<file path="src/sv/battery_level_debounced_gauge_macros.svh">
// Assertion macros shared by the gauge modules.
// Each macro expects the module to have a clock named clk and a reset named rst.
`ifndef BATTERY_LEVEL_DEBOUNCED_GAUGE_MACROS_SVH
`define BATTERY_LEVEL_DEBOUNCED_GAUGE_MACROS_SVH

// The consequent holds in the same cycle as the antecedent.
`define BLDG_ASSERT_SAME(lbl, ante, cons, msg) \
  lbl: assert property (@(posedge clk) disable iff (rst) (ante) |-> (cons)) else $error(msg);

// The consequent holds in the cycle after the antecedent.
`define BLDG_ASSERT_NEXT(lbl, ante, cons, msg) \
  lbl: assert property (@(posedge clk) disable iff (rst) (ante) |=> (cons)) else $error(msg);

`endif

</file>
<file path="src/sv/bldg_pkg.sv">
// Shared types and constants for the battery level gauge.
// Used by the controller, the datapath, the divider and the top level.
package bldg_pkg;

  localparam int unsigned SAMPLE_W = 12;
  localparam int unsigned MV_W     = 13;
  localparam int unsigned PCT_W    = 7;
  localparam int unsigned HOLD_W   = 8;
  localparam int unsigned TOTAL_W  = 16;
  localparam int unsigned DIVD_W   = 20;
  localparam int unsigned DIVR_W   = 13;
  localparam int unsigned BITS_W   = 5;
  localparam int unsigned IDX_W    = 2;
  localparam int unsigned IN_W     = 16;
  localparam int unsigned OUT_W    = 32;

  localparam logic [MV_W-1:0]     MV_FULL  = 13'd6600;
  localparam logic [SAMPLE_W-1:0] ADC_FULL = 12'd4095;
  localparam logic [PCT_W-1:0]    PCT_FULL = 7'd100;

  // Quotient bits of the percent division.
  localparam logic [BITS_W-1:0] PCT_BITS = 5'd20;

  // The window mean and the millivolt scaling are reciprocal products. The shifts are
  // large enough that both truncate exactly over their whole input ranges.
  localparam int unsigned AVG_SHIFT   = 20;
  localparam int unsigned AVG_RECIP_W = 21;
  localparam int unsigned MV_SHIFT    = 24;
  localparam int unsigned MV_RECIP_W  = 25;
  localparam logic [MV_RECIP_W-1:0] MV_RECIP =
    MV_RECIP_W'((64'(MV_FULL) << MV_SHIFT) / 64'(ADC_FULL) + 64'd1);

  localparam logic [MV_W-1:0]   MIN_MV_RST = 13'd3100;
  localparam logic [MV_W-1:0]   MAX_MV_RST = 13'd4100;
  localparam logic [HOLD_W-1:0] HOLD_RST   = 8'd100;

  localparam logic [IDX_W-1:0] REG_MIN_MV = 2'd0;
  localparam logic [IDX_W-1:0] REG_MAX_MV = 2'd1;
  localparam logic [IDX_W-1:0] REG_HOLD   = 2'd2;

  typedef enum logic [1:0] {
    OP_AVG,
    OP_MV,
    OP_PCT
  } div_op_t;

  typedef enum logic [2:0] {
    ST_IDLE,
    ST_AVG,
    ST_MV,
    ST_PCT_GO,
    ST_PCT_WAIT,
    ST_PUBLISH
  } ctrl_state_t;

  typedef enum logic [1:0] {
    PH_PUBLISH,
    PH_STEADY,
    PH_COUNT,
    PH_ADOPT
  } phase_t;

  typedef struct packed {
    logic    accept;
    logic    div_start;
    div_op_t op;
    logic    capture;
    logic    pct_zero;
    logic    out_load;
  } dp_cmd_t;

  typedef struct packed {
    logic div_busy;
    logic span_empty;
    logic out_free;
  } dp_sts_t;

endpackage

</file>
<file path="src/sv/bldg_div.sv">
// Restoring divider for the percent, one quotient bit per cycle.
// Depends on bldg_pkg for widths.
module bldg_div (
  input  logic                         clk,
  input  logic                         rst,
  input  logic                         start,
  input  logic [bldg_pkg::DIVD_W-1:0]  dividend,
  input  logic [bldg_pkg::DIVR_W-1:0]  divisor,
  input  logic [bldg_pkg::BITS_W-1:0]  bits,
  output logic                         busy,
  output logic [bldg_pkg::DIVD_W-1:0]  quotient
);

  logic [bldg_pkg::DIVR_W-1:0] rem;
  logic [bldg_pkg::DIVR_W-1:0] divr;
  logic [bldg_pkg::DIVD_W-1:0] quo;
  logic [bldg_pkg::BITS_W-1:0] cnt;
  logic [bldg_pkg::BITS_W-1:0] shift_amt;
  logic [bldg_pkg::DIVR_W:0]   shifted;
  logic                        fits;

  assign shift_amt = bldg_pkg::BITS_W'(bldg_pkg::DIVD_W) - bits;
  assign shifted   = {rem, quo[bldg_pkg::DIVD_W-1]};
  assign fits      = shifted >= {1'b0, divr};
  assign quotient  = quo;

  always_ff @(posedge clk) begin
    if (rst) begin
      busy <= 1'b0;
      cnt  <= '0;
    end else if (start) begin
      busy <= 1'b1;
      cnt  <= bits;
    end else if (busy) begin
      cnt <= cnt - 1'b1;
      if (cnt == bldg_pkg::BITS_W'(1)) begin
        busy <= 1'b0;
      end
    end
  end

  // The dividend is left-aligned so that only the wanted quotient bits are produced.
  always_ff @(posedge clk) begin
    if (start) begin
      quo  <= dividend << shift_amt;
      rem  <= '0;
      divr <= divisor;
    end else if (busy) begin
      quo <= {quo[bldg_pkg::DIVD_W-2:0], fits};
      if (fits) begin
        rem <= bldg_pkg::DIVR_W'(shifted - {1'b0, divr});
      end else begin
        rem <= shifted[bldg_pkg::DIVR_W-1:0];
      end
    end
  end

endmodule

</file>
<file path="src/sv/bldg_dp.sv">
// Datapath: sample window, configuration registers, mean and millivolt products,
// percent division, debounce and result register.
// Depends on bldg_pkg, bldg_div and the assertion macro header.
`include "battery_level_debounced_gauge_macros.svh"

module bldg_dp #(
  parameter int unsigned WINDOW = 10
) (
  input  logic                           clk,
  input  logic                           rst,
  input  bldg_pkg::dp_cmd_t              cmd,
  output bldg_pkg::dp_sts_t              sts,
  input  logic [bldg_pkg::SAMPLE_W-1:0]  sample,
  input  logic                           cfg_we,
  input  logic [bldg_pkg::IDX_W-1:0]     cfg_index,
  input  logic [bldg_pkg::MV_W-1:0]      cfg_data,
  input  logic                           out_ready,
  output logic                           out_valid,
  output logic [bldg_pkg::OUT_W-1:0]     out_data
);

  localparam int unsigned SLOT_W     = (WINDOW > 1) ? $clog2(WINDOW) : 1;
  localparam int unsigned AVG_PROD_W = bldg_pkg::TOTAL_W + bldg_pkg::AVG_RECIP_W;
  localparam int unsigned MV_PROD_W  = bldg_pkg::SAMPLE_W + bldg_pkg::MV_RECIP_W;
  localparam logic [bldg_pkg::AVG_RECIP_W-1:0] AVG_RECIP =
    bldg_pkg::AVG_RECIP_W'((64'd1 << bldg_pkg::AVG_SHIFT) / 64'(WINDOW) + 64'd1);

  logic [bldg_pkg::MV_W-1:0]   min_mv;
  logic [bldg_pkg::MV_W-1:0]   max_mv;
  logic [bldg_pkg::HOLD_W-1:0] hold_count;

  logic [bldg_pkg::SAMPLE_W-1:0] win [WINDOW];
  logic [SLOT_W-1:0]             slot;
  logic [bldg_pkg::TOTAL_W-1:0]  total;
  logic                          primed;

  logic [bldg_pkg::SAMPLE_W-1:0] avg;
  logic [bldg_pkg::MV_W-1:0]     mv;
  logic [bldg_pkg::PCT_W-1:0]    pct;

  logic [AVG_PROD_W-1:0]         avg_prod;
  logic [MV_PROD_W-1:0]          mv_prod;
  logic [bldg_pkg::SAMPLE_W-1:0] avg_calc;
  logic [bldg_pkg::MV_W-1:0]     mv_calc;

  bldg_pkg::phase_t             phase;
  bldg_pkg::phase_t             phase_next;
  logic [bldg_pkg::HOLD_W-1:0]  dcount;
  logic [bldg_pkg::HOLD_W-1:0]  dcount_next;
  logic [bldg_pkg::PCT_W-1:0]   level;
  logic [bldg_pkg::PCT_W-1:0]   level_next;

  logic [bldg_pkg::DIVD_W-1:0]   dividend;
  logic [bldg_pkg::DIVR_W-1:0]   divisor;
  logic [bldg_pkg::BITS_W-1:0]   bits;
  logic [bldg_pkg::DIVD_W-1:0]   quotient;
  logic                          div_busy;
  logic [bldg_pkg::MV_W-1:0]     clamped;

  // Configuration registers; an index beyond the list is ignored.
  always_ff @(posedge clk) begin
    if (rst) begin
      min_mv     <= bldg_pkg::MIN_MV_RST;
      max_mv     <= bldg_pkg::MAX_MV_RST;
      hold_count <= bldg_pkg::HOLD_RST;
    end else if (cfg_we) begin
      case (cfg_index)
        bldg_pkg::REG_MIN_MV: min_mv     <= cfg_data;
        bldg_pkg::REG_MAX_MV: max_mv     <= cfg_data;
        bldg_pkg::REG_HOLD:   hold_count <= cfg_data[bldg_pkg::HOLD_W-1:0];
        default: ;
      endcase
    end
  end

  // Moving-average window. The first sample after reset fills every entry.
  always_ff @(posedge clk) begin
    if (rst) begin
      primed <= 1'b0;
      slot   <= '0;
    end else if (cmd.accept) begin
      primed <= 1'b1;
      if (!primed) begin
        slot <= (WINDOW > 1) ? SLOT_W'(1) : '0;
      end else if (slot == SLOT_W'(WINDOW - 1)) begin
        slot <= '0;
      end else begin
        slot <= slot + 1'b1;
      end
    end
  end

  always_ff @(posedge clk) begin
    if (cmd.accept) begin
      if (!primed) begin
        for (int i = 0; i < WINDOW; i++) begin
          win[i] <= sample;
        end
        total <= bldg_pkg::TOTAL_W'({4'b0, sample} * bldg_pkg::TOTAL_W'(WINDOW));
      end else begin
        win[slot] <= sample;
        total     <= bldg_pkg::TOTAL_W'(total - {4'b0, win[slot]} + {4'b0, sample});
      end
    end
  end

  // Mean and millivolts come from one reciprocal product each, in separate cycles.
  assign avg_prod = AVG_PROD_W'(total) * AVG_PROD_W'(AVG_RECIP);
  assign avg_calc = avg_prod[bldg_pkg::AVG_SHIFT +: bldg_pkg::SAMPLE_W];
  assign mv_prod  = MV_PROD_W'(avg) * MV_PROD_W'(bldg_pkg::MV_RECIP);
  assign mv_calc  = mv_prod[bldg_pkg::MV_SHIFT +: bldg_pkg::MV_W];

  // Percent operands for the divider.
  always_comb begin
    if (mv < min_mv) begin
      clamped = min_mv;
    end else if (mv > max_mv) begin
      clamped = max_mv;
    end else begin
      clamped = mv;
    end
  end

  assign dividend = bldg_pkg::DIVD_W'(clamped - min_mv) * bldg_pkg::DIVD_W'(bldg_pkg::PCT_FULL);
  assign divisor  = max_mv - min_mv;
  assign bits     = bldg_pkg::PCT_BITS;

  bldg_div u_div (
    .clk      (clk),
    .rst      (rst),
    .start    (cmd.div_start),
    .dividend (dividend),
    .divisor  (divisor),
    .bits     (bits),
    .busy     (div_busy),
    .quotient (quotient)
  );

  always_ff @(posedge clk) begin
    if (cmd.pct_zero) begin
      pct <= '0;
    end else if (cmd.capture) begin
      case (cmd.op)
        bldg_pkg::OP_AVG: avg <= avg_calc;
        bldg_pkg::OP_MV:  mv  <= mv_calc;
        bldg_pkg::OP_PCT: pct <= quotient[bldg_pkg::PCT_W-1:0];
        default: ;
      endcase
    end
  end

  // Debounce of the reported percent.
  always_comb begin
    phase_next  = phase;
    dcount_next = dcount;
    level_next  = level;
    case (phase)
      bldg_pkg::PH_PUBLISH: begin
        level_next = pct;
        phase_next = bldg_pkg::PH_STEADY;
      end
      bldg_pkg::PH_STEADY: begin
        if (level != pct) begin
          dcount_next = '0;
          phase_next  = bldg_pkg::PH_COUNT;
        end
      end
      bldg_pkg::PH_COUNT: begin
        if (dcount != '1) begin
          dcount_next = dcount + 1'b1;
        end
        if (dcount_next >= hold_count) begin
          phase_next = bldg_pkg::PH_ADOPT;
        end
        if (level == pct) begin
          phase_next = bldg_pkg::PH_STEADY;
        end
      end
      default: begin
        level_next = pct;
        phase_next = bldg_pkg::PH_STEADY;
      end
    endcase
  end

  always_ff @(posedge clk) begin
    if (rst) begin
      phase  <= bldg_pkg::PH_PUBLISH;
      dcount <= '0;
      level  <= '0;
    end else if (cmd.out_load) begin
      phase  <= phase_next;
      dcount <= dcount_next;
      level  <= level_next;
    end
  end

  // Result register; it holds a finished beat until the sink takes it.
  always_ff @(posedge clk) begin
    if (rst) begin
      out_valid <= 1'b0;
    end else if (cmd.out_load) begin
      out_valid <= 1'b1;
    end else if (out_ready) begin
      out_valid <= 1'b0;
    end
  end

  always_ff @(posedge clk) begin
    if (cmd.out_load) begin
      out_data <= {level_next, mv, avg};
    end
  end

  assign sts.div_busy   = div_busy;
  assign sts.span_empty = max_mv <= min_mv;
  assign sts.out_free   = !out_valid || out_ready;

  `BLDG_ASSERT_SAME(a_slot_in_range, primed, slot <= SLOT_W'(WINDOW - 1), "write slot beyond window")
  `BLDG_ASSERT_SAME(a_level_bounded, out_valid, out_data[bldg_pkg::OUT_W-1 -: bldg_pkg::PCT_W] <= bldg_pkg::PCT_FULL, "reported percent above full scale")
  `BLDG_ASSERT_NEXT(a_out_held, out_valid && !out_ready, out_valid && $stable(out_data), "waiting beat changed")

endmodule

</file>
<file path="src/sv/bldg_ctrl.sv">
// Controller: sequences window update, mean, millivolts, the percent division and publishing.
// Depends on bldg_pkg and the assertion macro header.
`include "battery_level_debounced_gauge_macros.svh"

module bldg_ctrl (
  input  logic               clk,
  input  logic               rst,
  input  logic               in_valid,
  output logic               in_ready,
  input  bldg_pkg::dp_sts_t  sts,
  output bldg_pkg::dp_cmd_t  cmd
);

  bldg_pkg::ctrl_state_t state;
  bldg_pkg::ctrl_state_t state_next;

  always_ff @(posedge clk) begin
    if (rst) begin
      state <= bldg_pkg::ST_IDLE;
    end else begin
      state <= state_next;
    end
  end

  always_comb begin
    state_next = state;
    case (state)
      bldg_pkg::ST_IDLE: begin
        if (in_valid) begin
          state_next = bldg_pkg::ST_AVG;
        end
      end
      bldg_pkg::ST_AVG: state_next = bldg_pkg::ST_MV;
      bldg_pkg::ST_MV:  state_next = bldg_pkg::ST_PCT_GO;
      bldg_pkg::ST_PCT_GO: begin
        if (sts.span_empty) begin
          state_next = bldg_pkg::ST_PUBLISH;
        end else begin
          state_next = bldg_pkg::ST_PCT_WAIT;
        end
      end
      bldg_pkg::ST_PCT_WAIT: begin
        if (!sts.div_busy) begin
          state_next = bldg_pkg::ST_PUBLISH;
        end
      end
      bldg_pkg::ST_PUBLISH: begin
        if (sts.out_free) begin
          state_next = bldg_pkg::ST_IDLE;
        end
      end
      default: state_next = bldg_pkg::ST_IDLE;
    endcase
  end

  always_comb begin
    in_ready      = 1'b0;
    cmd.accept    = 1'b0;
    cmd.div_start = 1'b0;
    cmd.op        = bldg_pkg::OP_AVG;
    cmd.capture   = 1'b0;
    cmd.pct_zero  = 1'b0;
    cmd.out_load  = 1'b0;
    case (state)
      bldg_pkg::ST_IDLE: begin
        in_ready   = 1'b1;
        cmd.accept = in_valid;
      end
      bldg_pkg::ST_AVG: begin
        cmd.capture = 1'b1;
      end
      bldg_pkg::ST_MV: begin
        cmd.op      = bldg_pkg::OP_MV;
        cmd.capture = 1'b1;
      end
      bldg_pkg::ST_PCT_GO: begin
        cmd.op        = bldg_pkg::OP_PCT;
        cmd.pct_zero  = sts.span_empty;
        cmd.div_start = !sts.span_empty;
      end
      bldg_pkg::ST_PCT_WAIT: begin
        cmd.op      = bldg_pkg::OP_PCT;
        cmd.capture = !sts.div_busy;
      end
      bldg_pkg::ST_PUBLISH: begin
        cmd.out_load = sts.out_free;
      end
      default: ;
    endcase
  end

  `BLDG_ASSERT_SAME(a_no_overwrite, cmd.out_load, sts.out_free, "result loaded over a waiting beat")
  `BLDG_ASSERT_NEXT(a_div_starts, cmd.div_start, sts.div_busy, "divider did not start")
  `BLDG_ASSERT_SAME(a_capture_idle, cmd.capture, !sts.div_busy, "quotient captured while dividing")

endmodule

</file>
<file path="src/sv/battery_level_debounced_gauge.sv">
// Channel   Dir  Payload (lowest bit first)
// s_axis    in   sample[11:0], zero pad to 16 bits
// m_axis    out  average_raw[11:0], voltage_mv[24:12], level_percent[31:25]
// cfg       in   cfg_index selects min_mv, max_mv or hold_count; cfg_data holds the value
//
// Each input beat is accepted, then the mean and millivolt products are captured in turn,
// the percent divider is started and run, and the result is published once the output
// register is free; an empty percent span skips the divider and gives zero percent.
// A new sample is taken once the previous result has moved into the output register.
// Reset is synchronous and active high; it restores the register defaults.
// A stalled output holds its beat; the controller waits before overwriting it.
module battery_level_debounced_gauge #(
  parameter int unsigned WINDOW = 10
) (
  input  logic                          clk,
  input  logic                          rst,
  input  logic                          s_axis_tvalid,
  output logic                          s_axis_tready,
  input  logic [bldg_pkg::IN_W-1:0]     s_axis_tdata,  // sample[11:0], zeros above
  output logic                          m_axis_tvalid,
  input  logic                          m_axis_tready,
  output logic [bldg_pkg::OUT_W-1:0]    m_axis_tdata,  // average_raw, voltage_mv, level_percent
  input  logic                          cfg_valid,
  output logic                          cfg_ready,
  input  logic [bldg_pkg::IDX_W-1:0]    cfg_index,
  input  logic [bldg_pkg::MV_W-1:0]     cfg_data
);

  bldg_pkg::dp_cmd_t cmd;
  bldg_pkg::dp_sts_t sts;

  assign cfg_ready = 1'b1;

  bldg_ctrl u_ctrl (
    .clk      (clk),
    .rst      (rst),
    .in_valid (s_axis_tvalid),
    .in_ready (s_axis_tready),
    .sts      (sts),
    .cmd      (cmd)
  );

  bldg_dp #(
    .WINDOW (WINDOW)
  ) u_dp (
    .clk       (clk),
    .rst       (rst),
    .cmd       (cmd),
    .sts       (sts),
    .sample    (s_axis_tdata[bldg_pkg::SAMPLE_W-1:0]),
    .cfg_we    (cfg_valid && cfg_ready),
    .cfg_index (cfg_index),
    .cfg_data  (cfg_data),
    .out_ready (m_axis_tready),
    .out_valid (m_axis_tvalid),
    .out_data  (m_axis_tdata)
  );

endmodule

</file>
<file path="config.mk">
export PLATFORM = sky130hd
export DESIGN_NAME = battery_level_debounced_gauge
export DESIGN_NICKNAME = d
export VERILOG_FILES = /design/src/sv/bldg_pkg.sv /design/src/sv/bldg_div.sv /design/src/sv/bldg_dp.sv /design/src/sv/bldg_ctrl.sv /design/src/sv/battery_level_debounced_gauge.sv
export VERILOG_INCLUDE_DIRS = /design/src /design/src/sv
export SDC_FILE = /design/constraint.sdc
export NUM_CORES = 1
export LEC_CHECK = 0
export ABC_AREA = 0
export BUFFER_PORTS_ARGS = -buffer_cell sky130_fd_sc_hd__buf_2
export CORE_MARGIN = 2
export CORE_UTILIZATION = 40
export CTS_BUF_LIST = sky130_fd_sc_hd__clkbuf_8
export DETAILED_ROUTE_END_ITERATION = 8
export GPL_TIMING_DRIVEN = 1
export PLACE_DENSITY = 0.68
export SLEW_MARGIN = 15
export SYNTH_ARGS = -nofsm -noshare
export SYNTH_HDL_FRONTEND = slang
export SYNTH_HIERARCHICAL = 1
export SYNTH_SLANG_ARGS = --single-unit
</file>
<file path="constraint.sdc">
create_clock -name clk -period 8.2 [get_ports clk]
set_input_delay 0 -clock clk [delete_from_list [all_inputs] [get_ports clk]]
set_output_delay 0 -clock clk [all_outputs]
set_load 0.005 [all_outputs]
</file>
==> metrics.md, run 1 <==
| Metric | Value |
|---|---|
| Max_slew headroom | `a little over a fifth` |
| Die Footprint | `0.07585 mm^2` |
| Period utilization | `between 90% and 100%` |
| Total grt overflow | `0` |
| Routed Antenna Nets | `0` |
| Fin. Hold Viols | `0` |
| Placed Area | `0.03110 mm^2` |
| Post-synthesis async set-or-reset flop share | `0%` |
| Number of CTS-inserted buffers | `69` |
| Core ar. | `0.07296 mm^2` |
| Crit end category | `flip-flop` |
| # DRC | `0` |
| XOR/XNOR Fraction of Synth Area | `3.240%` |
| Setup crit start kind | `flip-flop` |
| CP max-delay cell | `fa_1` |
| Worst slew pin tran | `1.175 ns` |
| Drt first pass iters | `7` |
| Register area share after synthesis | `a little over a third` |
| Placed Instances | `about 3.6k` |
| Adder-Cell Fraction of Synth Area | `about 29%` |
| R2R Path Start | `u_dp/mv[6]$_DFFE_PP_` |
| Top Ports | `71` |
| Crit path buf inv count | `2` |
| Hold Path Sink | `u_dp/hold_count[3]$_SDFFE_PP0P_` |
| CTS Sinks | `388` |
| Antenna violations before repair | `2` |
| Post-Syn Area | `0.02946 mm^2` |
| Synth Area in Compound Gates | `9.789%` |
| Largest net degree at the start of global routing | `57` |
| Total Wirelength | `65600 um` |
| GRT Util Overall | `17.57%` |
| Pins over their slew limit | `0` |
| Metal-1 WL | `31100 um` |
| WL met2 | `29520 um` |
| Critical R2R Capture | `u_dp/u_div/quotient[19]$_DFFE_PP_` |
| Initial core utilization | `40.38%` |
| Worst endpoint data arrival time | `8.18 ns` |
| Met3 WL | `between 3000 and 4000 um` |
| Post-layout minimum cycle time | `7.787 ns` |
| Vias in the first global route | `19.62k` |
| Hold crit path type | `input pin to flip-flop` |
| Ys flop type | `edfxtp_1` |
| CP Max Fanout | `8` |
| Vias | `19.75k` |
| Number of max-cap violations | `0` |
| Status | `finished clean` |
| Mux cell area share after synthesis | `~8%` |
| Clk pin slew, worst setup/hold paths | `0.06 ns` |
| H-Tree Depth | `3` |
| Layout filler cell count | `between 6k and 7k` |
| R2r worst-path depth | `34` |
| Die Wd | `275.4 um` |
| WL/cell | `17.38 um` |
| CTS root buf | `clkbuf_8` |
| Post-route setup TNS | `0 ns` |
| Cell area after layout | `0.03298 mm^2` |
| DP Wirelength | `48770 um` |
| Setup violations, final | `0` |
| DR vias/cell | `roughly 5.2` |
| WS Path Type | `flip-flop to flip-flop` |
| Clock Skews | `0.05432 ns` |
| Post-synth EDFFs | `298` |
| Std cell rows | `99` |
| Min-Delay Startpoint | `cfg_data[3]` |
| RSZ-0062 raised after global routing | `no` |
| Yosys reg bits | `388` |
| Port bufs | `65` |
| Post-Synth Simple-Gate Area | `7.784%` |
| Slowest stage delay, CP | `~0.49 ns` |
| Max Root-Sink Buffers | `3` |
| Synth Area per Inst | `11.36 um^2` |
| CTS tree | `done` |
| Fin cells | `3775` |
| Layout cell share with drive strength beyond 1 | `between 10% and 20%` |
| Uppermost routed layer | `met4` |
| Yosys cell types | `90` |
| Largest family of logic cells by synthesized area | `adder cells` |
| Top delay family on crit path | `compound AO/OA/AOI/OAI gates` |
| YS warnings | `6` |
| Worst-skew pair later-pin latency | `0.68 ns` |
| Starting DRT DRC Count | `1363` |
| Worst Path Required | `8.59 ns` |
| Max Clock Freq | `0.1284 GHz` |
| Layout overhead on the synthesized area | `11.92%` |
| GP Congestion | `0.9117` |
| First-pass GRT wire length | `about 100000 um` |
| Cells after synthesis | `2594` |
| Hold depth | `4` |
| Die Y | `275.4 um` |
| Layout net count | `3364` |
| R2R Setup Slk | `0.41 ns` |
[how the worst max path moves through the flow]
stage / from / endpoint / slack, ns / cells past startpoint
6_report: u_dp/mv[6]$_DFFE_PP_ / u_dp/u_div/quotient[19]$_DFFE_PP_ / 0.41 / 34
3_3_place_gp: u_dp/mv[6]$_DFFE_PP_ / u_dp/u_div/quotient[19]$_DFFE_PP_ / 0.36 / 34
4_1_cts: u_dp/mv[6]$_DFFE_PP_ / u_dp/u_div/quotient[19]$_DFFE_PP_ / 0.23 / 34
2_1_floorplan: u_dp/min_mv[1]$_SDFFE_PP0P_ / u_dp/u_div/quotient[19]$_DFFE_PP_ / 0.47 / 35
5_1_grt: u_dp/mv[6]$_DFFE_PP_ / u_dp/u_div/quotient[19]$_DFFE_PP_ / 0.03 / 34
3_5_place_dp: u_dp/mv[6]$_DFFE_PP_ / u_dp/u_div/quotient[19]$_DFFE_PP_ / 0.29 / 34
[stage by stage]
step | hold WS (ns) | setup slack [ns] | util, %
floorplan | 0.06907 | 0.4719 | -
global placement | 0.2573 | 0.3599 | 42.63
detailed placement | 0.2690 | 0.2859 | 42.63
CTS | 0.1069 | 0.2262 | 45.10
global route | 0.1432 | 0.02707 | 45.20
finish | 0.1637 | 0.4133 | 45.20
[worst min-delay path, stage by stage]
cell and delay (ns):
dlygate4sd3_1 0.52, buf_2 0.13, mux2i_1 0.07, nor2_1 0.07
[timing repair]
action	in CTS	in global routing
endpoints found under the hold margin	255	0
hold buffers	45	0
buffers inserted	0	1
endpoints found under the setup margin	0	3
gates resized for setup	0	13
[logic make-up after synthesis]
family / after synthesis
adders and majority gates: 564
and+or+nand+nor: 481
buffers and inverters: 464
AOI/OAI and AO/OA: 436
DFF: 388
muxes: 149
xor gates and xnor gates: 109
other: 3
[metal layers]
layer	track usage (%)	vias to the layer above
met4	5.092	0
met1	25.30	9666
li1	-	9507
met3	3.140	100
met5	0	-
met2	27.09	480
[final cells by class]
class                   count  area, um^2  area share, %
multi-input cells        1762       17130          51.95
well taps                 959        1200          3.639
flip-flops and latches    388       10760          32.61
diodes                      1       2.502       0.007588
clock buffers              72       991.0          3.005
inverters                 399        1498          4.542
repair buffers            144        1039          3.149
clock inverters            50       360.3          1.093
[registers in the layout, indices dropped and copies added (netlist names), 4 cells and up, named ones only]
signal	cells
u_dp/u_div/divr	13
u_dp/slot	4
u_dp/win	192
u_dp/pct	7
u_dp/max_mv	13
u_dp/dcount	8
u_dp/avg	12
u_dp/u_div/cnt	5
u_dp/total	16
u_dp/hold_count	8
u_dp/mv	13
u_dp/out_data	32
u_dp/u_div/quotient	20
u_dp/level	7
u_dp/u_div/rem	13
u_dp/min_mv	13
[Yosys cell counts, types with 8 or more instances]
cell type,count,area (um^2)
a211oi_1,16,120.1
a21o_1,45,337.8
a21oi_1,148,740.7
a31oi_1,11,68.82
and3_1,17,106.4
buf_2,12,60.06
clkbuf_1,44,165.2
dfxtp_1,90,1802
edfxtp_1,298,8949
fa_1,184,3684
ha_1,380,4755
inv_1,399,1498
mux2_2,17,191.4
mux2i_1,65,650.6
mux4_2,67,1509
nand2_1,148,555.5
nand2b_1,23,143.9
nand3_1,41,205.2
nand4_1,13,81.33
nor2_1,137,514.2
nor2b_1,16,100.1
nor3_1,32,160.2
nor3b_1,8,60.06
o211ai_1,13,97.59
o21a_1,17,127.6
o21ai_0,72,360.4
o21bai_1,12,90.09
o2bb2ai_1,13,113.9
xnor2_1,74,648.1
xor2_1,35,306.5
[cells in the final DEF, fill, tap and decap left out, types with 10 or more instances in the layout]
| cell type | Yosys | final |
|---|---|---|
| a211oi_1 | 16 | 16 |
| mux2_2 | 17 | 17 |
| xnor2_1 | 74 | 73 |
| a31oi_1 | 11 | 10 |
| a21oi_1 | 148 | 146 |
| o21bai_1 | 12 | 12 |
| edfxtp_1 | 298 | 298 |
| and3_1 | 17 | 17 |
| nor3_1 | 32 | 28 |
| inv_1 | 399 | 425 |
| nand2_1 | 148 | 148 |
| o2bb2ai_1 | 13 | 13 |
| mux2i_1 | 65 | 64 |
| clkbuf_8 | 0 | 72 |
| o211ai_1 | 13 | 13 |
| dfxtp_1 | 90 | 88 |
| nand3_1 | 41 | 41 |
| nor2b_1 | 16 | 16 |
| buf_2 | 12 | 65 |
| nor2_1 | 137 | 135 |
| dlygate4sd3_1 | 0 | 45 |
| o21a_1 | 17 | 17 |
| conb_1 | 3 | 23 |
| ha_1 | 380 | 380 |
| a21o_1 | 45 | 45 |
| buf_4 | 4 | 32 |
| xor2_1 | 35 | 34 |
| mux4_2 | 67 | 67 |
| nand4_1 | 13 | 13 |
| o21ai_0 | 72 | 71 |
| fa_1 | 184 | 184 |
| nand2b_1 | 23 | 23 |
Power of run 1 is not shown: default switching activity piles up to over one toggle a cycle in this logic, so the estimate is an artifact.
==> inputs of run 2 (changes only) <==
- CELL_PAD_IN_SITES_DETAIL_PLACEMENT: default -> 1
- CELL_PAD_IN_SITES_GLOBAL_PLACEMENT: default -> 1
- PLACE_DENSITY: 0.68 -> 0.78
- clock period: 8.2 -> 6.4 ns (I/O delays scaled with it)
==> run 2 against run 1 <==
The run now ends with negative setup slack left. Via count increased by 9.9%. Setup slack lost 1.4 ns. Clock-buffer cell count increased by 5. Critical endpoint unchanged.
==> metrics.md, run 2 (synthesis gave the netlist of run 1 again) <==
| Metric | Value |
|---|---|
| Status | `complete, but fails checks` |
| Failing checks | `negative setup slack` |
| Layout cell share with drive strength beyond 1 | `19.73% (+8.6 points)` |
| CTS Sinks | `388 (unchanged)` |
| Die Y | `275.4 um (unchanged)` |
| Crit path buf inv count | `2 (unchanged)` |
| Inserted Diodes | `0 (-1)` |
| Worst endpoint data arrival time | `7.74 ns (-0.44 ns)` |
| Core ar. | `0.07296 mm^2 (unchanged)` |
| Std cell rows | `99 (unchanged)` |
| Top delay family on crit path | `compound AO/OA/AOI/OAI gates` |
| Post-layout minimum cycle time | `7.352 ns (-0.4344 ns)` |
| RSZ-0062 raised after global routing | `yes` |
| Worst slew pin tran | `1.200 ns (+0.02497 ns)` |
| Setup crit start kind | `flip-flop` |
| WL/cell | `21.82 um (+26%)` |
| Min-Delay Startpoint | `cfg_data[12]` |
| WP depth | `34 (unchanged)` |
| CP Launch Point | `u_dp/mv[1]$_DFFE_PP_` |
| DR vias/cell | `5.511 (+5.3%)` |
| Antenna violations before repair | `0 (-2)` |
| Drt first pass iters | `5 (-2)` |
| Setup violations, final | `9 (+9)` |
| Max Root-Sink Buffers | `3 (unchanged)` |
| Post-route setup TNS | `-5.160 ns (-5.160 ns)` |
| GRT Util Overall | `22.41% (+4.8 points)` |
| Total Wirelength | `85960 um (+31%)` |
| Period utilization | `114.9% (+20 points)` |
| Clk pin slew, worst setup/hold paths | `0.06 ns (about the same)` |
| # DRC | `0 (unchanged)` |
| Area taken by multi-input logic gates | `0.01781 mm^2 (+3.9%)` |
| Register area | `0.01076 mm^2 (about the same)` |
| CTS root buf | `clkbuf_8` |
| Hold crit path type | `input pin to flip-flop` |
| Layout overhead on the synthesized area | `18.67%` |
| WS Path Type | `flip-flop to flip-flop` |
| Routed Antenna Nets | `0 (unchanged)` |
| Most frequent cells in the layout | `412 x inv_1, 356 x ha_1, 298 x edfxtp_1` |
| GP Congestion | `0.8939 (-2.0%)` |
| CP Max Fanout | `3 (-5)` |
| Cell area after layout | `0.03496 mm^2 (+6.0%)` |
| Layout filler cell count | `7851 (+18%)` |
| Critical path's most frequent cell | `a21o_1` |
| Final worst slack | `-0.9524 ns (-1.366 ns)` |
| Max Clock Freq | `0.1360 GHz (+5.9%)` |
| Vias | `21.71k (+9.9%)` |
| Top Ports | `71 (unchanged)` |
| Die Wd | `275.4 um (unchanged)` |
| Port bufs | `65 (unchanged)` |
| Number of max-cap violations | `0 (unchanged)` |
| DP Wirelength | `63240 um (+30%)` |
| Largest net degree at the start of global routing | `57 (unchanged)` |
| Crit end category | `flip-flop` |
| Total grt overflow | `0 (unchanged)` |
| Placed Area | `0.03212 mm^2 (+3.3%)` |
| Max_slew headroom | `19.88% (-1.7 points)` |
| Hold slack final | `0.1785 ns (+0.01481 ns)` |
| Slowest stage delay, CP | `0.56 ns (+0.07 ns)` |
| Layout net count | `3521 (+4.7%)` |
| Pins over their slew limit | `0 (unchanged)` |
| Starting DRT DRC Count | `1350 (-0.95%)` |
| Die Footprint | `0.07585 mm^2 (unchanged)` |
| Initial core utilization | `40.38% (unchanged)` |
| H-Tree Depth | `3 (unchanged)` |
| Most flop-heavy register | `u_dp/win` |
| Largest register FFs | `192 (unchanged)` |
| First-pass GRT wire length | `131700 um (+25%)` |
| Most common cell after layout, fill and taps aside | `inv_1` |
| Worst Path Required | `6.79 ns (-1.80 ns)` |
| Fin. Hold Viols | `0 (unchanged)` |
| Number of CTS-inserted buffers | `73 (+5.8%)` |
| CP max-delay cell | `fa_2` |
| Worst-skew pair later-pin latency | `0.68 ns (about the same)` |
| Hold depth | `4 (unchanged)` |
| R2R Path Start | `u_dp/mv[1]$_DFFE_PP_` |
| CTS tree | `done` |
| Vias in the first global route | `23.93k (+22%)` |
| R2r worst-path depth | `34 (unchanged)` |
| Clock Skews | `0.04592 ns (-0.008407 ns)` |
==> run 2: changes by cell type in the layout (fill, tap and decap cells not counted), sizes merged, moves of 2 or more <==
| cell | before | now |
|---|---|---|
| clkinv | 14 | 22 |
| inv | 429 | 426 |
| dlygate4sd3 | 45 | 41 |
| bufinv | 3 | 5 |
| buf | 99 | 256 |
| clkbuf | 72 | 77 |
==> run 2: layout make-up <==
class / count / share of cell area, %
clock inverter: 57 / 1.217
timing repair buffer: 297 / 6.323
tap: 959 / 3.432
multi-input combinational: 1762 / 50.93
sequential: 388 / 30.77
clock buffer: 77 / 3.031
inverter: 399 / 4.298
==> run 2: path summary, 6_finish.rpt <==
| kind | end | slack, ns |
|---|---|---|
| max | u_dp/u_div/quotient[19]$_DFFE_PP_ | -0.95 |
| min | u_dp/max_mv[12]$_SDFFE_PP1P_ | 0.18 |
| min reg2reg | u_dp/min_mv[9]$_SDFFE_PP0P_ | 0.46 |
| max reg2reg | u_dp/u_div/quotient[19]$_DFFE_PP_ | -0.95 |
==> run 2: metrics by stage <==
step,setup WS [ns],util [%],std cells
2_1_floorplan,-0.5434,-,2614
3_3_place_gp,-0.7068,44.03,3731
3_5_place_dp,-0.9449,44.03,3731
4_1_cts,-0.8738,47.34,3925
5_1_grt,-1.274,47.92,3939
6_report,-0.9524,47.92,3939
==> run 2: worst min-delay path, stage by stage <==
cell and delay [ns]:
dlygate4sd3_1 0.53, buf_2 0.13, nand2_1 0.05, o211ai_1 0.08
==> run 2: layer usage <==
metal,track usage (%),share of wire (%),wire length (um),up-vias
met5,0,0,0,-
met4,7.966,3.3,2820,0
met1,28.26,42,35760,11054
met2,38.63,50,42790,651
met3,3.897,5.3,4594,199
li1,-,-,-,9803
==> run 2: timing repair <==
| action | CTS | global route |
|---|---|---|
| endpoints found under the hold margin | 256 | 0 |
| cloned | 0 | 0 |
| hold buffers | 41 | 0 |
| pin swaps | 35 | 40 |
| setup buffers | 20 | 14 |
| setup endpoints to repair | 8 | 11 |
| resized for setup | 70 | 59 |
Power of run 2 is left out for the same reason.
==> inputs of run 3 (changes only) <==
- ABC_AREA: 0 -> 1
- CORE_MARGIN: 2 -> 5
- PLACE_DENSITY: 0.78 -> 0.81
- SKIP_LAST_GASP: default -> 1
==> run 3 against run 2 <==
The run now ends clean. Register-to-register slack better by 0.96 ns. Critical path depth is 4 higher. Setup slack improved by 0.96 ns. Wire length is 17% higher. Cell count rose by 25%. Worst hold slack worse by 0.018 ns. Global-route usage hardly changed. Area after synthesis increased by 7.9%. Via count rose by 23%. Critical path type unchanged. Clock skew is 0.012 ns higher.
==> metrics.md, run 3 <==
| Metric | Value |
|---|---|
| Place WS | `-0.04584 ns (+0.8991 ns)` |
| Hold crit path type | `input pin to flip-flop` |
| Post-Syn Area | `0.03178 mm^2 (+7.9%)` |
| R2R Setup Slk | `0.005 ns (+0.96 ns)` |
| Synth cell count leaders | `693 x nand2_1, 657 x inv_1, 380 x ha_1` |
| Largest register FFs | `192 (unchanged)` |
| CP max-delay cell | `edfxtp_1` |
| GP Congestion | `0.8847 (-1.0%)` |
| Fin. Hold Viols | `0 (unchanged)` |
| Hold Path Sink | `u_dp/max_mv[12]$_SDFFE_PP1P_` |
| Yosys reg bits | `388 (unchanged)` |
| Layout filler cell count | `9258 (+18%)` |
| Core ar. | `0.07887 mm^2 (+8.1%)` |
| Top Ports | `71 (unchanged)` |
| YS warnings | `6 (unchanged)` |
| Die Footprint | `0.08520 mm^2 (+12%)` |
| Antenna violations before repair | `4 (+4)` |
| GR peak layer | `met2` |
| Std cell rows | `103 (+4.0%)` |
| Cell area after layout | `0.03607 mm^2 (+3.2%)` |
| Starting DRT DRC Count | `1724 (+28%)` |
| Post-layout minimum cycle time | `6.395 ns (-0.9575 ns)` |
| Worst Path Required | `6.81 ns (+0.02 ns)` |
| Layout cell share with drive strength beyond 1 | `9.563% (-10 points)` |
| GRT Util Overall | `22.42% (about the same)` |
| Clk pin slew, worst setup/hold paths | `0.06 ns (about the same)` |
| Placed Area | `0.03343 mm^2 (+4.1%)` |
| Worst-skew pair later-pin latency | `0.71 ns (+0.03 ns)` |
| Number of CTS-inserted buffers | `72 (-1.4%)` |
| Layout overhead on the synthesized area | `13.50%` |
| Total Wirelength | `100400 um (+17%)` |
| WL/cell | `20.31 um (-6.9%)` |
| Routed Antenna Nets | `0 (unchanged)` |
| DR vias/cell | `5.424 (-1.6%)` |
| Number of max-cap violations | `0 (unchanged)` |
| WS Path Type | `flip-flop to flip-flop` |
| Most flop-heavy register | `u_dp/win` |
| DP Wirelength | `72130 um (+14%)` |
| Clock Skews | `0.05804 ns (+0.01212 ns)` |
| Pins over their slew limit | `0 (unchanged)` |
| Max_slew headroom | `17.98% (-1.9 points)` |
| Period utilization | `99.92% (-15 points)` |
| Most common cell after layout, fill and taps aside | `nand2_1` |
| Die Y | `291.9 um (+6.0%)` |
| Met1 Use GR | `28.47% (+0.21 points)` |
| Ys flop type | `edfxtp_1` |
| H-Tree Depth | `3 (unchanged)` |
| Setup crit start kind | `flip-flop` |
| First-pass GRT wire length | `154500 um (+17%)` |
| Register area share after synthesis | `33.82% (-2.7 points)` |
| Setup violations, final | `0 (-9)` |
| Max Clock Freq | `0.1564 GHz (+15%)` |
| Layout net count | `4432 (+26%)` |
| Area taken by multi-input logic gates | `0.01868 mm^2 (+4.9%)` |
| Most frequent cell after synthesis | `nand2_1` |
| Die Wd | `291.9 um (+6.0%)` |
| CTS root buf | `clkbuf_8` |
| Total grt overflow | `0 (unchanged)` |
| Drt first pass iters | `5 (unchanged)` |
| Most frequent cells in the layout | `680 x nand2_1, 675 x inv_1, 360 x ha_1` |
| R2R Path Start | `u_dp/mv[6]$_DFFE_PP_` |
| CTS Sinks | `388 (unchanged)` |
| Worst endpoint data arrival time | `6.81 ns (-0.93 ns)` |
| Register area | `0.01076 mm^2 (about the same)` |
| Final worst slack | `0.005173 ns (+0.9575 ns)` |
| Crit end category | `flip-flop` |
| Post-route setup TNS | `0 ns (+5.160 ns)` |
| Min-Delay Startpoint | `cfg_data[12]` |
| CTS tree | `done` |
| Cells after synthesis | `3628 (+40%)` |
| CP Max Fanout | `5 (+2)` |
| GR Layer Usage met3 | `3.674% (-0.22 points)` |
| Initial core utilization | `40.30% (-0.084 points)` |
| Critical R2R Capture | `u_dp/u_div/quotient[18]$_DFFE_PP_` |
| Max Root-Sink Buffers | `3 (unchanged)` |
| Post-synth EDFFs | `298 (unchanged)` |
| Synth top area share | `28.15% (-2.2 points)` |
| Hold depth | `4 (unchanged)` |
| Post-synthesis async set-or-reset flop share | `0% (unchanged)` |
| RSZ-0062 raised after global routing | `yes` |
| Port bufs | `65 (unchanged)` |
| Area leader, netlist | `edfxtp_1` |
| Worst slew pin tran | `1.226 ns (+0.02578 ns)` |
| Synth area leaders | `edfxtp_1 28%, ha_1 15%, fa_1 12%, nand2_1 8.2%, inv_1 7.8%` |
| R2r worst-path depth | `38 (+12%)` |
| Synth Area per Inst | `8.761 um^2 (-23%)` |
| Slowest stage delay, CP | `0.44 ns (-0.12 ns)` |
| Vias | `26.81k (+23%)` |
| Status | `finished clean` |
| Met2 Use GR | `39.06% (+0.43 points)` |
| Vias in the first global route | `28.91k (+21%)` |
| Largest net degree at the start of global routing | `72 (+26%)` |
| Yosys cell types | `61 (-32%)` |
| # DRC | `0 (unchanged)` |
run 3: cell types whose count changed after synthesis, sizes merged, moves of 46 or more:
cell    delta
o21ai    +160
inv      +265
nand2    +556
o211ai    +60
xnor2     -46
mux4      -67
a21oi    +113
nand3    +177
nor2      +49
run 3: per-layer routing:
metal	wire length (um)	vias to the layer above
met5	13	-
met1	42070	13375
met4	3388	2
li1	-	12428
met3	5275	230
met2	49650	772
run 3: cell families after synthesis:
logic type | share of synthesized area (%)
other | 0.03543
flip-flops | 33.82
AO/OA/AOI/OAI | 10.98
AND/OR/NAND/NOR | 15.99
buffers and inverters | 9.275
multiplexers | 1.512
XOR/XNOR | 1.838
adder cells (fa/ha/maj) | 26.55
run 3: per-stage QoR:
stage,util (%),std cells,hold slack [ns]
final,45.74,4942,0.1605
after global routing,45.74,4942,0.1565
after CTS,44.92,4920,0.1047
after detailed placement,42.38,4729,0.2537
after global placement,42.38,4729,0.2435
after floorplan,-,3648,0.06941
run 3: layout make-up:
class	instances	area share, %
clock buffer	74	2.823
multi-input combinational	2516	51.78
clock inverter	58	1.127
antenna	2	0.01387
inverter	666	6.930
timing repair buffer	188	3.867
sequential	388	29.81
tap	1050	3.642
run 3: worst max-delay path: cells and delay by family, from the launching register on:
| kind | cells | cell delay [ns] |
|---|---|---|
| AO/OA/AOI/OAI | 7 | 1.30 |
| XOR/XNOR | 2 | 0.51 |
| buffers and inverters | 12 | 1.35 |
| flip-flops | 1 | 0.44 |
| AND/OR/NAND/NOR | 12 | 0.99 |
| adder cells (fa/ha/maj) | 5 | 1.52 |
run 3: timing repair:
action	4_1_cts	5_1_grt
endpoints found under the hold margin	267	0
hold buffers	49	0
gates resized for setup	3	95
pin swaps	3	30
endpoints found under the setup margin	2	10
buffers inserted	10	21
cloned	0	0
run 3: how the worst max path moves through the flow:
stage,endpoint,slack [ns],start
finish,u_dp/u_div/quotient[18]$_DFFE_PP_,0.005,u_dp/mv[6]$_DFFE_PP_
global route,u_dp/u_div/quotient[17]$_DFFE_PP_,-0.33,u_dp/mv[6]$_DFFE_PP_
CTS,u_dp/u_div/quotient[17]$_DFFE_PP_,0.01,u_dp/mv[12]$_DFFE_PP_
detailed placement,u_dp/u_div/quotient[17]$_DFFE_PP_,-0.05,u_dp/mv[12]$_DFFE_PP_
global placement,u_dp/u_div/quotient[17]$_DFFE_PP_,0.21,u_dp/mv[12]$_DFFE_PP_
floorplan,u_dp/u_div/quotient[17]$_DFFE_PP_,0.64,u_dp/mv[6]$_DFFE_PP_
Power of run 3 is left out for the same reason.
